<file path="src/arm_media_insn_decoder_top_assert.svh">
// Assertion macros for the media instruction decoder.
`ifndef ARM_MEDIA_INSN_DECODER_TOP_ASSERT_SVH
`define ARM_MEDIA_INSN_DECODER_TOP_ASSERT_SVH
`ifndef SYNTHESIS
`define AMID_ASSERT_IMP(lbl, clk, rst_n, ante, cons, msg) \
    lbl: assert property (@(posedge clk) disable iff (!rst_n) (ante) |-> (cons)) \
        else $error(msg);
`define AMID_ASSERT_NEXT(lbl, clk, rst_n, ante, cons, msg) \
    lbl: assert property (@(posedge clk) disable iff (!rst_n) (ante) |=> (cons)) \
        else $error(msg);
`else
`define AMID_ASSERT_IMP(lbl, clk, rst_n, ante, cons, msg)
`define AMID_ASSERT_NEXT(lbl, clk, rst_n, ante, cons, msg)
`endif
`endif

</file>
<file path="src/amid_pkg.sv">
// Shared types and constants of the media instruction decoder.
package amid_pkg;

    localparam int INSN_W = 32;
    localparam int CFG_IDX_W = 3;

    localparam logic [1:0] ST_UNDEF   = 2'd0;
    localparam logic [1:0] ST_DECODED = 2'd1;
    localparam logic [1:0] ST_UNIMPL  = 2'd2;

    localparam logic [3:0] K_BFC     = 4'd0;
    localparam logic [3:0] K_BFI     = 4'd1;
    localparam logic [3:0] K_SBFX    = 4'd2;
    localparam logic [3:0] K_UBFX    = 4'd3;
    localparam logic [3:0] K_DUALMUL = 4'd4;
    localparam logic [3:0] K_MSMUL   = 4'd5;
    localparam logic [3:0] K_SSAT    = 4'd6;
    localparam logic [3:0] K_REV     = 4'd7;
    localparam logic [3:0] K_REV16   = 4'd8;
    localparam logic [3:0] K_REVSH   = 4'd9;
    localparam logic [3:0] K_SXTB    = 4'd10;
    localparam logic [3:0] K_SXTH    = 4'd11;
    localparam logic [3:0] K_UXTB    = 4'd12;
    localparam logic [3:0] K_UXTH    = 4'd13;

    localparam logic [CFG_IDX_W-1:0] CFG_V6_MEDIA    = 3'd0;
    localparam logic [CFG_IDX_W-1:0] CFG_BITFIELD    = 3'd1;
    localparam logic [CFG_IDX_W-1:0] CFG_BYTE_REV    = 3'd2;
    localparam logic [CFG_IDX_W-1:0] CFG_EXTEND_ROT  = 3'd3;
    localparam logic [CFG_IDX_W-1:0] CFG_INT_DIVIDE  = 3'd4;

    localparam logic [3:0]  REG_PC     = 4'hF;
    localparam logic [31:0] ALL_ONES   = 32'hFFFFFFFF;
    localparam logic [6:0]  TOP_BFI    = 7'h3E;
    localparam logic [6:0]  TOP_SBFX   = 7'h3D;
    localparam logic [6:0]  TOP_UBFX   = 7'h3F;
    localparam logic [4:0]  O1_ALL     = 5'h1F;
    localparam logic [4:0]  O1_PAIR    = 5'h1E;
    localparam logic [4:0]  O1_BF_A    = 5'h1A;
    localparam logic [4:0]  O1_BF_B    = 5'h1C;
    localparam logic [4:0]  O1_BF_C    = 5'h1E;
    localparam logic [4:0]  O1_USAD    = 5'h18;

    typedef struct packed {
        logic v6_media;
        logic bitfield_ops;
        logic byte_reverse;
        logic extend_rotate;
        logic integer_divide;
    } cfg_t;

    typedef struct packed {
        logic [1:0]  status;
        logic [3:0]  kind;
        logic [3:0]  rd;
        logic [3:0]  rn;
        logic [3:0]  rm;
        logic [5:0]  aux;
        logic [4:0]  mode;
        logic        fn;
        logic        fu;
        logic [31:0] imm;
    } result_t;

endpackage

</file>
<file path="src/amid_cfg.sv">
// Feature-enable register file of the media instruction decoder.
module amid_cfg (
    input  logic                           clk,
    input  logic                           rst_n,
    input  logic                           cfg_write,
    input  logic [amid_pkg::CFG_IDX_W-1:0] cfg_index,
    input  logic                           cfg_data,
    output amid_pkg::cfg_t                 cfg
);
    import amid_pkg::*;

    cfg_t cfg_reg;
    cfg_t cfg_next;

    always_comb
    begin
        cfg_next = cfg_reg;
        if (cfg_write)
        begin
            case (cfg_index)
                CFG_V6_MEDIA:   cfg_next.v6_media       = cfg_data;
                CFG_BITFIELD:   cfg_next.bitfield_ops   = cfg_data;
                CFG_BYTE_REV:   cfg_next.byte_reverse   = cfg_data;
                CFG_EXTEND_ROT: cfg_next.extend_rotate  = cfg_data;
                CFG_INT_DIVIDE: cfg_next.integer_divide = cfg_data;
                default:        cfg_next = cfg_reg;
            endcase
        end
    end

    always_ff @(posedge clk or negedge rst_n)
    begin
        if (!rst_n)
        begin
            cfg_reg.v6_media       <= 1'b1;
            cfg_reg.bitfield_ops   <= 1'b1;
            cfg_reg.byte_reverse   <= 1'b1;
            cfg_reg.extend_rotate  <= 1'b1;
            cfg_reg.integer_divide <= 1'b0;
        end
        else
        begin
            cfg_reg <= cfg_next;
        end
    end

    assign cfg = cfg_reg;

endmodule

</file>
<file path="src/amid_decode.sv">
// Combinational classifier of one media instruction word.
module amid_decode (
    input  amid_pkg::cfg_t                 cfg,
    input  logic [amid_pkg::INSN_W-1:0]    insn,
    output amid_pkg::result_t              res
);
    import amid_pkg::*;

    function automatic result_t f_bitfield(input logic [31:0] w, input logic en);
        result_t    r;
        logic [6:0] top;
        logic [2:0] b64;
        logic [3:0] rd;
        logic [3:0] rn;
        logic [4:0] lsb;
        logic [4:0] hi;
        logic [5:0] width;
        logic [6:0] span;
        r     = '0;
        top   = w[27:21];
        b64   = w[6:4];
        rd    = w[15:12];
        rn    = w[3:0];
        lsb   = w[11:7];
        hi    = w[20:16];
        width = '0;
        span  = '0;
        if (en)
        begin
            if (top == TOP_BFI && b64 == 3'd1)
            begin
                if (hi >= lsb && rd != REG_PC)
                begin
                    width    = {1'b0, hi} - {1'b0, lsb} + 6'd1;
                    r.status = ST_DECODED;
                    r.kind   = (rn == REG_PC) ? K_BFC : K_BFI;
                    r.rd     = rd;
                    r.rn     = rn;
                    r.aux    = width;
                    r.mode   = lsb;
                    r.imm    = (ALL_ONES << lsb) & (ALL_ONES >> (5'd31 - hi));
                end
            end
            else if ((top == TOP_SBFX || top == TOP_UBFX) && b64 == 3'd5)
            begin
                width = {1'b0, hi} + 6'd1;
                span  = {2'b00, lsb} + {1'b0, width};
                if (span <= 7'd32 && rd != REG_PC && rn != REG_PC)
                begin
                    r.status = ST_DECODED;
                    r.kind   = (top == TOP_SBFX) ? K_SBFX : K_UBFX;
                    r.rd     = rd;
                    r.rn     = rn;
                    r.aux    = width;
                    r.mode   = lsb;
                end
            end
        end
        return r;
    endfunction

    function automatic result_t f_multiply(input logic [31:0] w, input logic dual,
                                           input logic is_long);
        result_t    r;
        logic [3:0] rd;
        logic [3:0] ra;
        logic [3:0] rm;
        logic [3:0] rn;
        logic       ok;
        r  = '0;
        rd = w[19:16];
        ra = w[15:12];
        rm = w[11:8];
        rn = w[3:0];
        ok = (rd != REG_PC) && (rm != REG_PC) && (rn != REG_PC);
        if (dual)
        begin
            if (is_long && (ra == REG_PC || ra == rd))
                ok = 1'b0;
            r.kind = K_DUALMUL;
            r.mode = is_long ? 5'd2 : ((ra == REG_PC) ? 5'd0 : 5'd1);
        end
        else
        begin
            if (w[6] && ra == REG_PC)
                ok = 1'b0;
            r.kind = K_MSMUL;
            r.mode = (ra == REG_PC) ? 5'd0 : 5'd1;
        end
        r.status = ST_DECODED;
        r.fn     = w[6];
        r.fu     = w[5];
        r.rd     = rd;
        r.aux    = {2'b00, ra};
        r.rm     = rm;
        r.rn     = rn;
        if (!ok)
            r = '0;
        return r;
    endfunction

    function automatic result_t f_mul_group(input logic [31:0] w, input logic div_en);
        result_t    r;
        logic [2:0] s;
        logic [2:0] o2;
        r  = '0;
        s  = w[22:20];
        o2 = w[7:5];
        if (s == 3'd0 || s == 3'd4)
        begin
            if (!o2[2])
                r = f_multiply(w, 1'b1, s == 3'd4);
        end
        else if (s == 3'd5)
        begin
            if (o2[2:1] == 2'b00 || o2[2:1] == 2'b11)
                r = f_multiply(w, 1'b0, 1'b0);
        end
        else if (s == 3'd1 || s == 3'd3)
        begin
            if (o2 == 3'd0 && div_en)
                r.status = ST_UNIMPL;
        end
        return r;
    endfunction

    function automatic result_t f_ssat(input logic [31:0] w);
        result_t    r;
        logic [3:0] rd;
        logic [3:0] rn;
        logic [4:0] imm5;
        logic       sh;
        r    = '0;
        rd   = w[15:12];
        rn   = w[3:0];
        imm5 = w[11:7];
        sh   = w[6];
        if (rd != REG_PC && rn != REG_PC)
        begin
            r.status = ST_DECODED;
            r.kind   = K_SSAT;
            r.rd     = rd;
            r.rn     = rn;
            r.mode   = sh ? 5'd2 : 5'd0;
            r.aux    = (sh && imm5 == 5'd0) ? 6'd32 : {1'b0, imm5};
            r.imm    = {27'd0, w[20:16]} + 32'd1;
        end
        return r;
    endfunction

    function automatic result_t f_pack_sat_rev(input logic [31:0] w, input cfg_t c);
        result_t    r;
        logic [2:0] f1;
        logic [2:0] f2;
        logic [3:0] rd;
        logic [3:0] rm;
        logic [3:0] b118;
        logic [3:0] a;
        r    = '0;
        f1   = w[22:20];
        f2   = w[7:5];
        rd   = w[15:12];
        rm   = w[3:0];
        b118 = w[11:8];
        a    = w[19:16];
        if (!f2[0])
        begin
            if (f1[2:1] == 2'b01)
                r = f_ssat(w);
            else if (f1 == 3'd0 || f1[2:1] == 2'b11)
                r.status = ST_UNIMPL;
        end
        else if (f2 == 3'd1 || f2 == 3'd5)
        begin
            if (f1 == 3'd3 || (f1 == 3'd7 && f2 == 3'd5))
            begin
                if (c.byte_reverse && a == REG_PC && b118 == REG_PC
                    && rd != REG_PC && rm != REG_PC)
                begin
                    r.status = ST_DECODED;
                    r.kind   = (f2 == 3'd1) ? K_REV : ((f1 == 3'd3) ? K_REV16 : K_REVSH);
                    r.rd     = rd;
                    r.rm     = rm;
                end
            end
            else if (f2 == 3'd1 && f1[1:0] == 2'b10)
            begin
                r.status = ST_UNIMPL;
            end
            else if (f2 == 3'd1 && f1 == 3'd7)
            begin
                if (c.bitfield_ops)
                    r.status = ST_UNIMPL;
            end
            else if (f2 == 3'd5 && f1 == 3'd0)
            begin
                r.status = ST_UNIMPL;
            end
        end
        else if (f2 == 3'd3)
        begin
            if (f1 == 3'd0 || f1 == 3'd4)
            begin
                r.status = ST_UNIMPL;
            end
            else if (f1[1])
            begin
                if (a != REG_PC)
                begin
                    r.status = ST_UNIMPL;
                end
                else if (c.extend_rotate && b118[1:0] == 2'b00
                         && rd != REG_PC && rm != REG_PC)
                begin
                    r.status = ST_DECODED;
                    unique case (f1)
                        3'd2:    r.kind = K_SXTB;
                        3'd3:    r.kind = K_SXTH;
                        3'd6:    r.kind = K_UXTB;
                        default: r.kind = K_UXTH;
                    endcase
                    r.rd   = rd;
                    r.rm   = rm;
                    r.mode = {3'b000, b118[3:2]};
                end
            end
        end
        return r;
    endfunction

    logic [4:0] o1;
    logic [2:0] o2;
    logic       is_bf;
    result_t    raw;

    assign o1 = insn[24:20];
    assign o2 = insn[7:5];
    assign is_bf = ((o1 & O1_PAIR) == O1_BF_A && o2[1:0] == 2'b10)
                || ((o1 & O1_PAIR) == O1_BF_B && o2[1:0] == 2'b00)
                || ((o1 & O1_PAIR) == O1_BF_C && o2[1:0] == 2'b10);

    always_comb
    begin
        raw = '0;
        if (cfg.v6_media && !(o1 == O1_ALL && o2 == 3'd7))
        begin
            if (is_bf)
            begin
                raw = f_bitfield(insn, cfg.bitfield_ops);
            end
            else if (o1[4:3] == 2'b01)
            begin
                raw = f_pack_sat_rev(insn, cfg);
            end
            else if (o1[4:3] == 2'b00)
            begin
                if (!(o1[1:0] == 2'b00 || o2 == 3'd5 || o2 == 3'd6))
                    raw.status = ST_UNIMPL;
            end
            else if (o1[4:3] == 2'b10)
            begin
                raw = f_mul_group(insn, cfg.integer_divide);
            end
            else if (o1 == O1_USAD && o2 == 3'd0)
            begin
                raw.status = ST_UNIMPL;
            end
        end
    end

    always_comb
    begin
        res = raw;
        if (raw.status != ST_DECODED)
        begin
            res        = '0;
            res.status = raw.status;
        end
    end

endmodule

</file>
<file path="src/arm_media_insn_decoder_top.sv">
// Top level of the media instruction decoder: input stage, decode, result stage.
//
//  channel | signals                               | direction
//  --------+---------------------------------------+----------
//  in      | in_valid, in_stall, insn_word         | item in
//  out     | out_valid, out_stall, status..immediate| item out
//  cfg     | cfg_write, cfg_index, cfg_data        | register write
//
// One item per cycle sustained unless the output stalls; an accepted item passes
// through the input register and then the result register around the decode logic.
// Reset clears both stage valid bits and loads the feature enables to their defaults.
// A stalled result holds; one more item is taken into the input register behind it.
module arm_media_insn_decoder_top (
    input  logic                           clk,
    input  logic                           rst_n,
    input  logic                           in_valid,
    output logic                           in_stall,
    input  logic [amid_pkg::INSN_W-1:0]    insn_word,
    output logic                           out_valid,
    input  logic                           out_stall,
    output logic [1:0]                     status,
    output logic [3:0]                     op_kind,
    output logic [3:0]                     dest_reg,
    output logic [3:0]                     first_src_reg,
    output logic [3:0]                     second_src_reg,
    output logic [5:0]                     aux_value,
    output logic [4:0]                     sub_mode,
    output logic                           flag_n,
    output logic                           flag_u,
    output logic [31:0]                    immediate,
    input  logic                           cfg_write,
    input  logic [amid_pkg::CFG_IDX_W-1:0] cfg_index,
    input  logic                           cfg_data
);
    import amid_pkg::*;

    `include "arm_media_insn_decoder_top_assert.svh"

    cfg_t              cfg;
    result_t           decoded;
    logic              in_valid_reg;
    logic              in_valid_next;
    logic [INSN_W-1:0] insn_reg;
    logic [INSN_W-1:0] insn_next;
    logic              out_valid_reg;
    logic              out_valid_next;
    result_t           result_reg;
    result_t           result_next;
    logic              drain;
    logic              accept;

    amid_cfg u_cfg (
        .clk       (clk),
        .rst_n     (rst_n),
        .cfg_write (cfg_write),
        .cfg_index (cfg_index),
        .cfg_data  (cfg_data),
        .cfg       (cfg)
    );

    amid_decode u_decode (
        .cfg  (cfg),
        .insn (insn_reg),
        .res  (decoded)
    );

    assign drain    = !out_valid_reg || !out_stall;
    assign in_stall = in_valid_reg && !drain;
    assign accept   = in_valid && !in_stall;

    always_comb
    begin
        in_valid_next  = in_stall ? in_valid_reg : in_valid;
        insn_next      = accept ? insn_word : insn_reg;
        out_valid_next = drain ? in_valid_reg : out_valid_reg;
        result_next    = (drain && in_valid_reg) ? decoded : result_reg;
    end

    always_ff @(posedge clk or negedge rst_n)
    begin
        if (!rst_n)
        begin
            in_valid_reg  <= 1'b0;
            out_valid_reg <= 1'b0;
        end
        else
        begin
            in_valid_reg  <= in_valid_next;
            out_valid_reg <= out_valid_next;
        end
    end

    always_ff @(posedge clk)
    begin
        insn_reg   <= insn_next;
        result_reg <= result_next;
    end

    assign out_valid      = out_valid_reg;
    assign status         = result_reg.status;
    assign op_kind        = result_reg.kind;
    assign dest_reg       = result_reg.rd;
    assign first_src_reg  = result_reg.rn;
    assign second_src_reg = result_reg.rm;
    assign aux_value      = result_reg.aux;
    assign sub_mode       = result_reg.mode;
    assign flag_n         = result_reg.fn;
    assign flag_u         = result_reg.fu;
    assign immediate      = result_reg.imm;

    `AMID_ASSERT_IMP(a_stall_only_when_blocked, clk, rst_n, in_stall,
        out_valid_reg && out_stall, "input stalled while result stage can drain")
    `AMID_ASSERT_NEXT(a_accept_fills_stage, clk, rst_n, accept,
        in_valid_reg, "accepted item missing from input stage")
    `AMID_ASSERT_IMP(a_fields_zero_unless_decoded, clk, rst_n,
        out_valid_reg && result_reg.status != ST_DECODED,
        result_reg.kind == 4'd0 && result_reg.rd == 4'd0 && result_reg.rn == 4'd0
        && result_reg.rm == 4'd0 && result_reg.aux == 6'd0 && result_reg.imm == 32'd0,
        "non-decoded item carries field data")
    `AMID_ASSERT_IMP(a_bitfield_mask_nonzero, clk, rst_n,
        out_valid_reg && result_reg.status == ST_DECODED
        && (result_reg.kind == K_BFI || result_reg.kind == K_BFC),
        result_reg.imm != 32'd0, "bitfield item with empty mask")

endmodule

</file>
<file path="config.mk">
export PLATFORM = sky130hd
export DESIGN_NAME = arm_media_insn_decoder_top
export DESIGN_NICKNAME = d
export VERILOG_FILES = /design/src/amid_pkg.sv /design/src/amid_cfg.sv /design/src/amid_decode.sv /design/src/arm_media_insn_decoder_top.sv
export VERILOG_INCLUDE_DIRS = /design/src /design/src/src
export SDC_FILE = /design/constraint.sdc
export NUM_CORES = 1
export LEC_CHECK = 0
export ABC_AREA = 0
export BUFFER_PORTS_ARGS = -buffer_cell sky130_fd_sc_hd__buf_2
export CELL_PAD_IN_SITES_DETAIL_PLACEMENT = 0
export CELL_PAD_IN_SITES_GLOBAL_PLACEMENT = 2
export CORE_MARGIN = 3
export CORE_UTILIZATION = 36
export CTS_CLUSTER_SIZE = 30
export DETAILED_ROUTE_END_ITERATION = 6
export PLACE_DENSITY = 0.83
export SETUP_SLACK_MARGIN = 0.05
export SLEW_MARGIN = 20
export SYNTH_ARGS = -nofsm -noshare
export SYNTH_HDL_FRONTEND = slang
export SYNTH_SLANG_ARGS = --single-unit
</file>
<file path="constraint.sdc">
create_clock -name clk -period 11 [get_ports clk]
set_clock_uncertainty 0.2 [all_clocks]
set_input_delay 1.1 -clock clk [delete_from_list [all_inputs] [get_ports clk]]
set_output_delay 1.1 -clock clk [all_outputs]
set_load 0.01 [all_outputs]
</file>
[Word-level counts from Yosys, hierarchy flattened]
Cells that the tools add are included.
Cells by class
  $add $sub $neg: 6
  order comparisons: 2
  eq/ne operators: 43
  shifts and indexed selects: 2
  mux-type cells: 98
  bitwise gates (word level): 2
  reductions and logical operators: 66
Operators by type and width (count)
  63-bit two-way mux: 4
  62-bit two-way mux: 4
  61-bit two-way mux: 4
  32-bit two-way mux: 4
  11-bit two-way mux: 6
  4-bit two-way mux: 11
  14-bit two-way mux: 3
  10-bit two-way mux: 4
  13-bit two-way mux: 3
  2-bit two-way mux: 18
  5-bit two-way mux: 7
  34-bit two-way mux: 1
  32-bit bitwise AND: 1
  1-bit logical AND: 32
  32-bit by 5-bit left shift with 32-bit output, first input constant: 1
  32-bit by 5-bit right shift with 32-bit output, first input constant: 1
  4-bit equality test, second input constant: 7
  3-bit equality test, second input constant: 9
  8-bit two-way mux: 3
  7-bit by 6-bit equality test with 1-bit output, second input constant: 3
  1-bit two-way mux: 21
  9-bit two-way mux: 2
  4-bit inequality test, second input constant: 4
  3-bit by 2-bit equality test with 1-bit output, second input constant: 5
  24 further kinds: 61
Storage, ports and cells
  flip-flop bits (word level): 98
  input bits: 41
  output and inout port bits: 65
  word-level logic and storage cells: 237

[Logic depth before layout (Yosys ltp)]
  depth after elaboration: 23
  mapped depth: 14
  depth with buffers taken out: 12

[Modules after synthesis]
A second synthesis with hierarchy kept.
Second synthesis, totals
  cells, all modules: 482
  area total of the unflattened synthesis: 5502.8 µm²
By module, submodules not included
  arm_media_insn_decoder_top: times used 1, cells an instance 103, area each 2945.3 µm², sequential area each 2902.8 µm²
  amid_decode: times used 1, cells an instance 364, area each 2298.5 µm², sequential area each 0.0 µm²
  amid_cfg: times used 1, cells an instance 15, area each 259.0 µm², sequential area each 130.1 µm²

[Least setup slack after synthesis]
OpenSTA, ideal clock, no wires.
  path type: input to register
  start: input port out_stall
  end: register result_reg, in the netlist aux_value[0], enable pin
  setup time: 0.580 ns
  arrival time: 5.670 ns
  required time: 10.220 ns
  path slack: 4.550 ns
  stages: 1
  path buffers: 0
  cell sequence: a21boi_0
Between the ends
  word-level cells in the longest chain between the ends: 3
RTL lines
  from (decl): line arm_media_insn_decoder_top.sv:20  | input logic out_stall,
  1-bit logical NOT: line arm_media_insn_decoder_top.sv:67  | assign drain = !out_valid_reg || !out_stall;
  1-bit logical OR: line arm_media_insn_decoder_top.sv:67
  1-bit logical AND: line arm_media_insn_decoder_top.sv:76  | result_next = (drain && in_valid_reg) ? decoded : result_reg;
  to (signal assigned): line arm_media_insn_decoder_top.sv:96  | result_reg <= result_next;
  to (decl): line arm_media_insn_decoder_top.sv:47  | result_t result_reg;
Every way passes these cells.
A chain may end at the register's enable or synchronous reset.

[Final worst setup path]
  start: register insn_reg[17]
  end: register result_reg, in the netlist immediate[24], data pin
Between the ends
  word-level cells in the longest chain between the ends: 23
  elaborated cells between the ends (all ways): 67
  those cells by class: add/sub: 3; order compare: 2; eq/ne: 4; shift: 1; mux: 44; bitwise: 1; reduce/logical: 12
RTL lines
  from (decl): line arm_media_insn_decoder_top.sv:43  | logic [INSN_W-1:0] insn_reg;
  from (signal assigned): line arm_media_insn_decoder_top.sv:95  | insn_reg <= insn_next;
  branches (longest 19 deep; another with 5-bit by 6-bit adder with 7-bit output)
  63-bit two-way mux *: line amid_decode.sv:247  | if (is_bf)
  63-bit two-way mux: line amid_decode.sv:245  | if (cfg.v6_media && !(o1 == O1_ALL && o2 == 3'd7))
  2-bit by 1-bit inequality test with 1-bit output: line amid_decode.sv:274  | if (raw.status != ST_DECODED)
  2-bit OR reduction (no line)
Mark *: on every way between the ends. The select of a mux whose other input is x is not followed.

==> results list <==
* Result of the run: finished clean
- In this run, the combinational gates consume 15.4% of the power.
- Summed over all nets, the switching power comes to 240.3 uW.
- Setup violations remaining at the end of the flow were counted as 0.
- Relative to the synthesized area, the layout overhead comes to 18.33%.
- Final routed wirelength across all metal layers: 15,440 um
- At the pin with the least slew margin, the transition time is 0.8411 ns.
- After synthesis the cells add up to 5413 sq um.
- Number of standard cells after synthesis: 487
- Max reg flops: 32
- In this run the horizontal extent of the chip is 128.6 um.
- Switching Fraction: 26.59%
- Post-layout net count: 650
- Via count of the first global-routing pass: 4,155
- DR top layer: met4
- Worst Path Class, Setup: reg -> reg
* Fraction of layout instances using a drive strength above 1: 25.17%
- After clock tree synthesis, the flow added hold-fix buffers numbering 0.
- Number of cells on the worst reg-to-reg path: 11
- Buffers placed on the I/O ports in this run total 101.
- For this run, the number of Yosys warnings is 0.
- Count of cells resized by post-cts repair: 0
- The floorplan step set the die height to 128.6 um.
* Met3 wirelength from detailed routing: 963 um
- For this block, the via count after detailed routing is 4,300.
* Final-layout fill cell count: 1,438
* Share of the core filled with cells in the final layout: 43.74%
- Across the VDD grid, the largest voltage drop is 68.00 uV.
* Clk sinks: 98
* Max Root-Sink Buffers: 2
- Cell types with the largest area share after synthesis: sky130_fd_sc_hd__edfxtp_1 (50%), sky130_fd_sc_hd__ha_1 (4.9%), sky130_fd_sc_hd__nand2_1 (3.3%)
- Along the worst hold path, the cell count comes to 1.
- The tree is rooted in a sky130_fd_sc_hd__clkbuf_16.
- The setup check on the worst reg-to-reg path leaves a slack of 6.59 ns.
- Path category of the worst min-delay check: reg -> reg
- Final-report hold violation count: 0
- TritonCTS built the clock tree.
* Most frequent cells after synthesis: sky130_fd_sc_hd__edfxtp_1 (91), sky130_fd_sc_hd__nand2_1 (48), sky130_fd_sc_hd__nor2_1 (37)
* Clock latency on the worst-skew pair: 0.35 ns
* Flip-flop and latch count after synthesis: 98
* Leakage power of the design: 0.002464 uW
* Pwr Density: 141.1 nW/um^2
- For the final routed database, the setup TNS stands at 0 ns.
- Entering global routing, the biggest net connects 64 pins.
* Proportion of synthesized chip area in sequential cells: 53.81%
* Library cell with the highest instance count after synthesis: sky130_fd_sc_hd__edfxtp_1
- Global routing used 18.71% of the available tracks across all layers.
- Number of top-level pins: 106
* Antenna-violating nets left: 0
- WL per Instance: 20.00 um
- Yosys mapped a number of flops with a built-in enable equal to 91.
* Max-cap violations: 0
- Data arrives at the worst endpoint at 4.31 ns.
- After clock tree synthesis, the clock-pin slew on the worst setup and hold paths is 0.06 ns.
* Global-route wire length before repair: 23,630 um
- Detail Placement HPWL: 11,200 um
- Remaining max-slew budget at the tightest pin: 43.81%
- Global routing finished with a remaining overflow of 0.
* Number of buffers created by CTS: 9
- In this run the worst path has a maximum fanout of 16.
- Type of origin of the critical path: register
- Global placement routability congestion: 0.9264
* Iter 0 DRT Violations: 354
- After clock tree synthesis, the setup repair step added 0 buffers.
* CP required: 10.90 ns
- The number of nets in the synthesized netlist is 552.
- Detailed-route DRC error count: 0
* Sequential share of power: 50.7%
- Clock network fraction of total power: 33.9%
- Antenna violations before repair: 0
* Top-area cell type share of the netlist area: 50.49%
- Static timing analysis puts the maximum clock frequency at 0.2269 GHz.
- The worst setup path is captured at a register.
- Dividing the detail-routed via count by the number of cells gives 5.570.
- The die covers 16,540 sq um.
- Counting I/O delays and the setup requirement, the final critical path takes 4.407 ns.
- Dividing the final minimum period by the clock period gives 40.06%.
- Final number of max-transition violations: 0
* Synthesized area per cell: 11.11 sq um
- Total inserted antenna cells: 0
* Yosys cell types: 67
- The first TritonRoute pass finished after 6 iterations.
- # H-tree levels: 3
* Total internal power: 663.3 uW
* Standard-cell row count: 44
* Area of the core region: 14,640 sq um
- Routed length on met1: 7160 um
- Cell accounting for the most synthesized area: sky130_fd_sc_hd__edfxtp_1
- Initial standard-cell utilization of the core: 36.96%
- Sum of met2 wire segment lengths after detailed routing: 7024 um
* Unrepaired setup endpoints after global routing: false
- Of all flip-flops after synthesis, the portion carrying an async set or reset was 7.143%.
- Primary flip-flop cell chosen by synthesis mapping: sky130_fd_sc_hd__edfxtp_1
[cells in the final DEF (no fill, tap or decap), drive strengths merged, types with 6 or more instances in the layout]
cell,n
a2111oi,7
nand2,48
o21ai,15
nand3,12
nand4,8
buf,112
a22oi,10
and3,17
ha,21
a21oi,33
clkinv,6
clkbuf,9
a31oi,12
nor2,37
nor3,16
inv,21
nand2b,7
xor2,11
edfxtp,91
a211oi,7
[power groups by stage]
stage                     combinational (uW)  clock, uW  sequential (uW)
after floorplan                         82.3          0              470
after global placement                   137          0              465
after detailed placement                 139          0              466
after CTS                                139        315              458
after global routing                     153        327              462
final                                    139        306              458
[area by class of cell]
| class | instances | area (sq um) | share of cell area, % |
|---|---|---|---|
| Inverter | 23 | 86.33 | 1.348 |
| Timing Repair Buffer | 112 | 588.1 | 9.181 |
| Clock buffer | 9 | 225.2 | 3.516 |
| Multi-Input combinational cell | 341 | 2306 | 36.00 |
| Clock inverter | 5 | 56.30 | 0.8791 |
| Tap cell | 184 | 230.2 | 3.594 |
| Sequential cell | 98 | 2913 | 45.48 |
[layer usage]
| metal | vias to the layer above | global-route usage, % |
|---|---|---|
| met5 | - | 0 |
| met4 | 0 | 6.300 |
| met3 | 19 | 3.445 |
| met2 | 159 | 29.70 |
| met1 | 2069 | 25.95 |
| li1 | 2053 | - |
[stage by stage]
step                      cell area (sq um)  worst slack [ns]  hold WS, ns  total power (uW)  cells
final                                  6405             6.593       0.2996             903.6    772
after global routing                   6405             6.238       0.3321             941.1    772
after CTS                              6405             6.559       0.2993             913.3    772
after detailed placement               6123             6.615       0.2839             605.1    758
after global placement                 6123             6.715       0.2599             602.0    758
after floorplan                        5413             4.550       0.2434             552.4    487
[cells by family after synthesis]
logic type / count (synthesis) / share of synthesized area (%)
adder cells (fa/ha/maj): 24 / 5.964
AND/OR/NAND/NOR: 173 / 15.93
AO/OA/AOI/OAI: 125 / 17.25
flip-flops: 98 / 53.81
multiplexers: 4 / 0.8321
buffers and inverters: 48 / 3.791
XOR/XNOR: 15 / 2.427
[path summary, 6_finish.rpt]
kind	start	endpoint
worst max-delay path	insn_reg[17]	immediate[24]
worst min-delay path	in_valid_reg	out_valid
worst max register to register	insn_reg[17]	immediate[24]
worst min register to register	in_valid_reg	out_valid
max in group asynchronous	rst_n	u_cfg.cfg[3]
min in group asynchronous	rst_n	in_valid_reg
[worst max-delay path, cell delays in order (launching register included)]
cell and delay [ns]:
sky130_fd_sc_hd__edfxtp_1 0.68, sky130_fd_sc_hd__inv_1 0.21, sky130_fd_sc_hd__ha_1 0.42, sky130_fd_sc_hd__inv_1 0.08, sky130_fd_sc_hd__fa_1 0.42, sky130_fd_sc_hd__nand2b_1 0.19, sky130_fd_sc_hd__a21oi_1 0.16, sky130_fd_sc_hd__xor2_1 0.09
sky130_fd_sc_hd__nor3_1 0.29, sky130_fd_sc_hd__o311a_1 0.52, sky130_fd_sc_hd__o2111ai_4 0.34, sky130_fd_sc_hd__a2111oi_1 0.54
(Power assumes the default switching activity.)
